File: src/rtl/uri_percent_codec_defines.svh
// Assertion helpers used by the codec's top-level RTL.
`ifndef URI_PERCENT_CODEC_DEFINES_SVH
`define URI_PERCENT_CODEC_DEFINES_SVH

// Same-cycle implication, quiet during reset.
`define UPC_ASSERT_NOW(label, ante, cons) \
  label: assert property (@(posedge clk) disable iff (rst) (ante) |-> (cons)) \
    else $error("uri_percent_codec: same-cycle check failed");

// Next-cycle implication, quiet during reset.
`define UPC_ASSERT_NEXT(label, ante, cons) \
  label: assert property (@(posedge clk) disable iff (rst) (ante) |=> (cons)) \
    else $error("uri_percent_codec: next-cycle check failed");

`endif

File: src/rtl/upc_pkg.sv
package upc_pkg;

  localparam logic [7:0] PCT_CHAR = 8'h25;
  localparam int unsigned MAX_OUT = 3;

  // Decode hold states
  localparam logic [1:0] PEND_NONE  = 2'd0;
  localparam logic [1:0] PEND_PCT   = 2'd1;
  localparam logic [1:0] PEND_DIGIT = 2'd2;

  // Mode register codes
  localparam logic MODE_ENCODE = 1'b0;
  localparam logic MODE_DECODE = 1'b1;

  // Result bytes produced by one request, oldest in slot 0
  typedef struct packed {
    logic [MAX_OUT-1:0][7:0] bytes;
    logic [1:0]              cnt;
    logic                    last;
  } group_t;

  // Bytes that stay literal in encode mode
  function automatic logic passes_unescaped(input logic [7:0] c);
    logic ok;
    ok = (c inside {[8'h30:8'h39], [8'h41:8'h5A], [8'h61:8'h7A]}) ||
         (c inside {8'h2D, 8'h5F, 8'h2E, 8'h7E, 8'h2F, 8'h3A});
    return ok;
  endfunction

  // Hex digit value, bit 4 set when the byte is not a hex digit
  function automatic logic [4:0] hex_value(input logic [7:0] c);
    logic [4:0] v;
    v = 5'h10;
    if (c inside {[8'h30:8'h39]}) begin
      v = {1'b0, c[3:0]};
    end else if (c inside {[8'h41:8'h46], [8'h61:8'h66]}) begin
      v = {1'b0, c[3:0] + 4'd9};
    end
    return v;
  endfunction

  // Upper-case hex character of a nibble
  function automatic logic [7:0] hex_char(input logic [3:0] n);
    logic [7:0] ch;
    if (n < 4'd10) begin
      ch = 8'h30 + {4'h0, n};
    end else begin
      ch = 8'h37 + {4'h0, n};
    end
    return ch;
  endfunction

endpackage

File: src/rtl/uri_percent_codec.sv
// The first result byte of a request is valid in the cycle after it is accepted.
// Throughput: one result byte per cycle while result_stall is low; a request loads 1 to 3
// bytes into the output register, and an encoded escape (three bytes) is the largest group.
// A held decode byte yields no result and is not loaded into the output register.
// Reset: mode returns to encode, held decode bytes clear, the output register empties.
`include "uri_percent_codec_defines.svh"

module uri_percent_codec (
  input  logic       clk,
  input  logic       rst,
  input  logic       item_valid,
  output logic       item_stall,
  input  logic [7:0] data_byte,
  input  logic       last_byte,
  output logic       result_valid,
  input  logic       result_stall,
  output logic [7:0] out_byte,
  output logic       out_last,
  input  logic       cfg_valid,
  output logic       cfg_ready,
  input  logic       mode
);
  import upc_pkg::*;

  group_t     grp;
  logic       accept;
  logic       load;
  logic       busy;
  logic       mode_q;
  logic [1:0] pending;

  assign cfg_ready  = 1'b1;
  assign item_stall = busy;
  assign accept     = item_valid && !item_stall;
  // Skip loading requests that produce nothing
  assign load       = accept && (grp.cnt != 2'd0);

  upc_xlate u_xlate (
    .clk       (clk),
    .rst       (rst),
    .cfg_we    (cfg_valid && cfg_ready),
    .cfg_mode  (mode),
    .accept    (accept),
    .data_byte (data_byte),
    .last_byte (last_byte),
    .grp       (grp),
    .mode_q    (mode_q),
    .pending   (pending)
  );

  upc_emit u_emit (
    .clk          (clk),
    .rst          (rst),
    .load         (load),
    .grp          (grp),
    .result_stall (result_stall),
    .result_valid (result_valid),
    .out_byte     (out_byte),
    .out_last     (out_last),
    .busy         (busy)
  );

  `UPC_ASSERT_NOW(a_pending_range, 1'b1, pending != 2'd3)
  `UPC_ASSERT_NEXT(a_encode_no_hold, accept && (mode_q == MODE_ENCODE), pending == PEND_NONE)
  `UPC_ASSERT_NEXT(a_cfg_clears_hold, cfg_valid && cfg_ready, pending == PEND_NONE)
  `UPC_ASSERT_NOW(a_stall_only_busy, item_stall, result_valid)
  `UPC_ASSERT_NEXT(a_last_clears_hold, accept && last_byte, pending == PEND_NONE)

endmodule

File: src/rtl/upc_xlate.sv
module upc_xlate (
  input  logic            clk,
  input  logic            rst,
  input  logic            cfg_we,
  input  logic            cfg_mode,
  input  logic            accept,
  input  logic [7:0]      data_byte,
  input  logic            last_byte,
  output upc_pkg::group_t grp,
  output logic            mode_q,
  output logic [1:0]      pending
);
  import upc_pkg::*;

  logic [7:0] held;
  logic [1:0] pending_next;
  logic [7:0] held_next;
  logic [4:0] hv_b;
  logic [4:0] hv_h;
  logic       fresh_emit;

  assign hv_b = hex_value(data_byte);
  assign hv_h = hex_value(held);
  // A fresh percent sign is held unless it ends the string
  assign fresh_emit = !((data_byte == PCT_CHAR) && !last_byte);

  // Build the result group and next hold state
  always_comb begin
    grp          = '0;
    grp.last     = last_byte;
    pending_next = PEND_NONE;
    held_next    = held;
    if (mode_q == MODE_ENCODE) begin
      if (passes_unescaped(data_byte)) begin
        grp.bytes[0] = data_byte;
        grp.cnt      = 2'd1;
      end else begin
        grp.bytes[0] = PCT_CHAR;
        grp.bytes[1] = hex_char(data_byte[7:4]);
        grp.bytes[2] = hex_char(data_byte[3:0]);
        grp.cnt      = 2'd3;
      end
    end else begin
      case (pending)
        PEND_NONE: begin
          grp.bytes[0] = data_byte;
          grp.cnt      = {1'b0, fresh_emit};
          pending_next = fresh_emit ? PEND_NONE : PEND_PCT;
        end
        PEND_PCT: begin
          if (!hv_b[4]) begin
            if (last_byte) begin
              grp.bytes[0] = PCT_CHAR;
              grp.bytes[1] = data_byte;
              grp.cnt      = 2'd2;
            end else begin
              held_next    = data_byte;
              pending_next = PEND_DIGIT;
            end
          end else begin
            grp.bytes[0] = PCT_CHAR;
            grp.bytes[1] = data_byte;
            grp.cnt      = 2'd1 + {1'b0, fresh_emit};
            pending_next = fresh_emit ? PEND_NONE : PEND_PCT;
          end
        end
        PEND_DIGIT: begin
          held_next = '0;
          if (!hv_b[4] && !hv_h[4]) begin
            grp.bytes[0] = {hv_h[3:0], hv_b[3:0]};
            grp.cnt      = 2'd1;
          end else begin
            grp.bytes[0] = PCT_CHAR;
            grp.bytes[1] = held;
            grp.bytes[2] = data_byte;
            grp.cnt      = 2'd2 + {1'b0, fresh_emit};
            pending_next = fresh_emit ? PEND_NONE : PEND_PCT;
          end
        end
        default: begin
          grp.bytes[0] = data_byte;
          grp.cnt      = 2'd1;
        end
      endcase
    end
    // End of string drops anything held
    if (last_byte) begin
      pending_next = PEND_NONE;
      held_next    = '0;
    end
  end

  // Mode and hold state; a mode write clears the hold
  always_ff @(posedge clk) begin
    if (rst) begin
      mode_q  <= MODE_ENCODE;
      pending <= PEND_NONE;
      held    <= '0;
    end else if (cfg_we) begin
      mode_q  <= cfg_mode;
      pending <= PEND_NONE;
      held    <= '0;
    end else if (accept) begin
      pending <= pending_next;
      held    <= held_next;
    end
  end

endmodule

File: src/rtl/upc_emit.sv
module upc_emit (
  input  logic            clk,
  input  logic            rst,
  input  logic            load,
  input  upc_pkg::group_t grp,
  input  logic            result_stall,
  output logic            result_valid,
  output logic [7:0]      out_byte,
  output logic            out_last,
  output logic            busy
);
  import upc_pkg::*;

  logic [MAX_OUT-1:0][7:0] bytes;
  logic [1:0]              cnt;
  logic [1:0]              idx;
  logic                    last;
  logic                    take;

  assign result_valid = (cnt != 2'd0);
  assign take         = result_valid && !result_stall;
  // Room for a new group once the final byte leaves this cycle
  assign busy         = (cnt > 2'd1) || ((cnt == 2'd1) && result_stall);
  assign out_last     = last && (cnt == 2'd1);

  // Select the byte in front
  always_comb begin
    case (idx)
      2'd0:    out_byte = bytes[0];
      2'd1:    out_byte = bytes[1];
      2'd2:    out_byte = bytes[2];
      default: out_byte = bytes[0];
    endcase
  end

  // Count down the remaining bytes
  always_ff @(posedge clk) begin
    if (rst) begin
      cnt <= 2'd0;
      idx <= 2'd0;
    end else if (load) begin
      cnt <= grp.cnt;
      idx <= 2'd0;
    end else if (take) begin
      cnt <= cnt - 2'd1;
      idx <= idx + 2'd1;
    end
  end

  // Hold the group payload
  always_ff @(posedge clk) begin
    if (load) begin
      bytes <= grp.bytes;
      last  <= grp.last;
    end
  end

endmodule

File: config.mk
export PLATFORM = sky130hd
export DESIGN_NAME = uri_percent_codec
export DESIGN_NICKNAME = d
export VERILOG_FILES = /design/src/rtl/upc_pkg.sv /design/src/rtl/uri_percent_codec.sv /design/src/rtl/upc_xlate.sv /design/src/rtl/upc_emit.sv
export VERILOG_INCLUDE_DIRS = /design/src /design/src/rtl
export SDC_FILE = /design/constraint.sdc
export NUM_CORES = 1
export LEC_CHECK = 0
export BUFFER_PORTS_ARGS = -buffer_cell sky130_fd_sc_hd__clkbuf_2
export CAP_MARGIN = 0
export CORE_ASPECT_RATIO = 1.25
export CORE_MARGIN = 4
export CORE_UTILIZATION = 60
export DETAILED_ROUTE_END_ITERATION = 12
export HOLD_SLACK_MARGIN = 0.1
export PLACE_DENSITY_LB_ADDON = 0.12
export REMOVE_ABC_BUFFERS = 1
export SLEW_MARGIN = 20
export SYNTH_ARGS = -nofsm -noshare
export SYNTH_HDL_FRONTEND = slang
export SYNTH_HIERARCHICAL = 1
export SYNTH_SLANG_ARGS = --single-unit
export TNS_END_PERCENT = 30
File: constraint.sdc
create_clock -name clk -period 4.4 [get_ports clk]
set_input_delay 0.66 -clock clk [delete_from_list [all_inputs] [get_ports clk]]
set_output_delay 0.66 -clock clk [all_outputs]
set_load 0.005 [all_outputs]
### After elaboration in Yosys (flattened, before gate mapping)

Cells that the tools add are included.

* register bits: 40
* bits in latches: 0
* bits in writable memories: 0
* memory bits (read-only): 0
* bits of input ports: 15
* output and inout port bits: 12
* word-level logic and storage cells: 114
* memories: 0

* add/subtract/negate cells: 10
* $mul: 0
* divide/modulo/power cells: 0
* magnitude comparators: 17
* equal/unequal tests: 13
* shifts and indexed selects: 0
* muxes and demuxes: 29
* bitwise logic cells: 0
* reductions and logical operators: 36

Operator list (number)
* $le 8x7->1 const B: 6
* $mux 8: 6
* $pmux 8 s2: 3
* $eq 8x6->1 const B: 5
* $mux 18: 2
* $ge 8x7->1 const B: 4
* $mux 16: 2
* $pmux 10 s3: 1
* $add 6x4->7 const A: 4
* $mux 26: 1
* $mux 10: 2
* $mux 5: 4
* $eq 8x7->1 const B: 2
* $ge 8x6->1 const B: 2
* $le 8x6->1 const B: 2
* $logic_and 1x1->1: 15
* $mux 2: 6
* $reduce_bool 2->1: 6
* $add 4x4->4 const B: 2
* $lt 4x4->1 const B: 2
* $eq 2x1->1 const B: 3
* $logic_not 1->1: 6
* $pmux 2 s3: 1
* $reduce_bool 3->1: 2
* other kinds (13): 16

### Depth between registers and ports, before layout

* word-level depth: 13
* gate-level depth with buffers: 14
* depth with buffers taken out: 12

### Hierarchy

The synthesis kept the hierarchy.

By module, submodules not included
* upc_xlate: times used 1, cells each 243, area an instance 1789.2 um^2, seq. area each 220.2 um^2
* upc_emit: times used 1, cells each 82, area an instance 1149.9 um^2, seq. area each 830.8 um^2
* uri_percent_codec: times used 1, cells each 4, area an instance 32.5 um^2, seq. area each 0.0 um^2

### Worst setup path before layout

OpenSTA, ideal clock, no wires.

* kind: input-to-reg
* start: in data_byte[0]
* end: reg u_emit.cnt[1]
* library setup time: 0.124 ns
* arrival time: 3.712 ns
* required time: 4.276 ns
* setup slack: 0.564 ns
* stages on the path: 12
* buffers on the path: 1
* cells stage by stage: clkbuf_1 -> inv_1 -> ha_1 -> or4b_4 -> o2111ai_2 -> o32ai_2 -> o31ai_4 -> o21ai_0 -> o21ai_0 -> o21a_1 -> or3_1 -> a31oi_1

RTL lines
* start, declared: RTL line uri_percent_codec.sv:13 `input logic [7:0] data_byte,`
* end signal, assigned: RTL line upc_emit.sv:42 `cnt <= grp.cnt;`
* end signal, assigned: RTL line upc_emit.sv:45 `cnt <= cnt - 2'd1;`
* end, declared: RTL line upc_emit.sv:15 `logic [1:0] cnt;`

==> flow_summary_export.csv <==
group,metric,value,unit
synthesis,synthArstFlopShare,0,
global_route,use_met3,0.0383,
setup_path,critPathBufInv,3,
synthesis,synth_top_area_frac,0.253,
synthesis,synthMuxAreaShare,0.00337,
global_route,grt.busiest_layer,"met2",
cts,clk_path_buf_depth,2,
global_route,grt_pass1_vias,2433,
die,die_x,70.9,um
run_status,status,"complete, no violations",
cts,hold_buffers,0,
synthesis,synthAdderAreaFrac,0.0842,
die,initial_core_util,0.624,
synthesis,synth_xor_area_frac,0.0177,
pwr,switchingPower,0.273,mW
synthesis,synth_area,0.00297,mm^2
cts,post_cts_buffers,0,
pwr,p_leak,1.24,nW
cts,ctsHtreeMaxLevel,2,
synthesis,synthSimpleGateAreaFrac,0.200,
placed_design,place.gp.congestion,0.978,
global_route,grtUsageTotal,0.250,
synthesis,synth_top_area_cell,"edfxtp_1",
cts,cts-resized-gates,0,
global_route,grt_overflow,0,
setup_path,worst_path_dominant_cell_family,"compound AO/OA/AOI/OAI gates",
worst_hold_path,hold_path_class,"reg -> reg",
drt,drt_wl_total,7.29,mm
synthesis,synth.avg_cell_area,9.03,um^2
synthesis,synth_edf_count,25,
cts,clock-sinks,40,
final_layout,antenna_cells,0,
global_route,grt_max_degree,25,
pwr,clkPwrFrac,0.301,
setup_path,critPathRequiredTime,4400,ps
pwr,seqPwrFrac,0.468,
cts,numCtsBuffers,5,
drt,firstDrtPassIters,7,
timing,finalCritPeriodShare,0.851,
placed_design,dp_hpwl,5.32,mm
timing,finalCriticalPeriod,3740,ps
pwr,ir_drop,137,uV
timing,setup_tns,0,ps
final_layout,area_delta_synth_final,8.29,%
drt,drc,0,
die,die_area,0.00615,mm^2
cts,cts_tree,"done",
cts,root_buffer,"clkbuf_8",
setup_path,cp-end-kind,"flop",
final_layout,multi_input_area,0.00172,mm^2
timing,slew_viol_final,0,
timing,rsz0062_at_grt,"false",
pwr,internal_power,0.694,mW
final_layout,fillerInstances,399,
final_layout,fin_area,0.00322,mm^2
timing,skew,4.64,ps
synthesis,synth_top_family_by_area,"compound AO/OA/AOI/OAI gates",
pwr,powerDensity,301,mW/mm^2
synthesis,netlist_top_cells_area,"edfxtp_1 25%, dfxtp_1 10%, ha_1 8.4%",
timing,worst_slew_pin_slew,668,ps
die,core.rowCount,28,
global_route,antenna_found_initial,0,
placed_design,placed_cell_area,0.00311,mm^2
synthesis,synth_cell_type_count,68,
drt,wl_per_cell,18.1,um
cts,clk_latency,290,ps
final_layout,regArea,0.00105,mm^2
synthesis,syn_inst,329,
final_layout,layout_commonest_cell,"nand2_1",
global_route,use_met2,0.408,
cts,clk_pin_slew_worst_paths,80,ps
setup_path,critical_path_arrival,3740,ps
setup_path,cpPeakStageDelay,410,ps
placed_design,dp.cells,394,
pwr,p_sw_frac,0.282,
synthesis,synth_seq_cells,40,
setup_path,crit_chain,"clkbuf_2 > inv_1 > ha_1 > nor2b_1 > o211ai_1 > nand3_1 > o31ai_4 > o21ai_0 > o21ai_0 > o21a_1 > buf_12",
final_layout,layout_common_cells,"32 x nand2_1, 25 x clkbuf_2, 25 x inv_1, 25 x edfxtp_1",
setup_path,critPathSlowestCell,"o31ai_4",
global_route,globalRouteMet1Util,0.339,
drt,final_antenna_net_count,0,
pwr,power.share.combinational,0.231,
drt,dr.first_iter.drc_count,219,
timing,maxSlewHeadroom,0.555,
setup_path,start_kind,"input pin",
die,ios,27,
synthesis,ys_seq_area_frac,0.354,
global_route,grt_pass1_wl,12.2,mm
setup_path,crit_top_cell,"o21ai_0",
job,cap_viol_max_count,0,
final_layout,final_nets,376,
timing,hold_violations,0,
final_layout,stdcell_count,402,
setup_path,path_max_fanout,24,
die,coreArea,0.00476,mm^2
synthesis,synth_flop_cell,"edfxtp_1",
drt,vias,2605,
timing,clock.fmax,0.267,GHz
synthesis,synth-compound-area-share,0.274,
timing,setup_violations,0,
setup_path,criticalPathCategory,"in -> reg",
die,die_y,86.7,um
synthesis,yosys_warnings,6,
drt,routed_via_density,6.48,
final_layout,post_route_cells_drive_above_1_share,0.143,
placed_design,port_buffers,25,
## per-stage QoR
step | total power, mW | hold slack (ps) | setup WS [ps] | utilization
floorplan | 0.594 | 461 | 682 | -
global placement | 0.678 | 498 | 596 | 0.653
detailed placement | 0.682 | 508 | 474 | 0.653
CTS | 0.973 | 519 | 766 | 0.675
global route | 1.02 | 549 | 439 | 0.675
finish | 0.967 | 515 | 656 | 0.675
## tightest hold or removal path, cell delays in order, from the launching register on
cell and delay [ps]:
dfxtp_1 340, nand2b_1 70, a21oi_1 60
## state kept, by name, summed over array words and instances, names as in the netlist
register	cells
u_xlate/held	8
u_emit/bytes	24
u_xlate/mode_q	1
u_emit/last	1
u_emit/cnt	2
u_xlate/pending	2
u_emit/idx	2
## power groups by stage
stage	sequential, mW	clock [mW]	combinational (mW)
2_1_floorplan	0.457	0	0.137
3_3_place_gp	0.460	0	0.218
3_5_place_dp	0.462	0	0.220
4_1_cts	0.453	0.298	0.222
5_1_grt	0.456	0.316	0.248
6_report	0.453	0.291	0.223
## logic make-up (layout without fill, tap and decap cells)
family / after synthesis / count (layout)
AO/OA/AOI/OAI: 106 / 106
XOR/XNOR: 6 / 6
adder cells (fa/ha/maj): 20 / 20
buffers and inverters: 49 / 62
flip-flops: 40 / 40
multiplexers: 1 / 1
other: 1 / 1
AND/OR/NAND/NOR: 106 / 106
## synthesized netlist by cell type (2+ instances only)
master	number
o31ai_1	2
nor2b_1	9
nand2b_1	4
nor3b_1	3
buf_1	2
nor2_1	18
and2_1	3
a31oi_1	4
edfxtp_1	25
and3_1	3
o21ai_0	20
buf_4	2
ha_1	20
nor3_1	3
o21a_1	4
a221o_1	7
clkbuf_1	15
a22oi_1	10
a21o_1	4
a32oi_1	7
a22o_1	10
inv_1	25
a311oi_1	2
nand3_1	8
a21oi_1	15
dfxtp_1	15
o2111ai_1	3
nand4_1	6
buf_2	5
nand2_1	32
xnor2_1	6
## worst paths after layout
path / start / to / slack, ps / cells after the start
worst max-delay path: data_byte[0] / u_emit/bytes[2] / 660 / 11
worst min-delay path: u_xlate/pending[1] / u_xlate/pending[1] / 520 / 2
worst max register to register: u_xlate/held[6] / u_emit/cnt[1] / 1230 / 9
worst min register to register: u_xlate/pending[1] / u_xlate/pending[1] / 520 / 2
## area by class of cell
cell class,count,area share
clock buffer,6,0.0226
clock inverter,2,0.0109
inverter,25,0.0292
multi-input combinational,240,0.535
sequential,40,0.327
tap,60,0.0233
timing repair buffer,29,0.0521
## routing by layer
layer,share of wire,up-vias
met5,0,-
met3,0.092,21
met4,0.025,0
met1,0.42,1198
met2,0.46,144
li1,-,1242
Power figures use the tool's default switching activity.
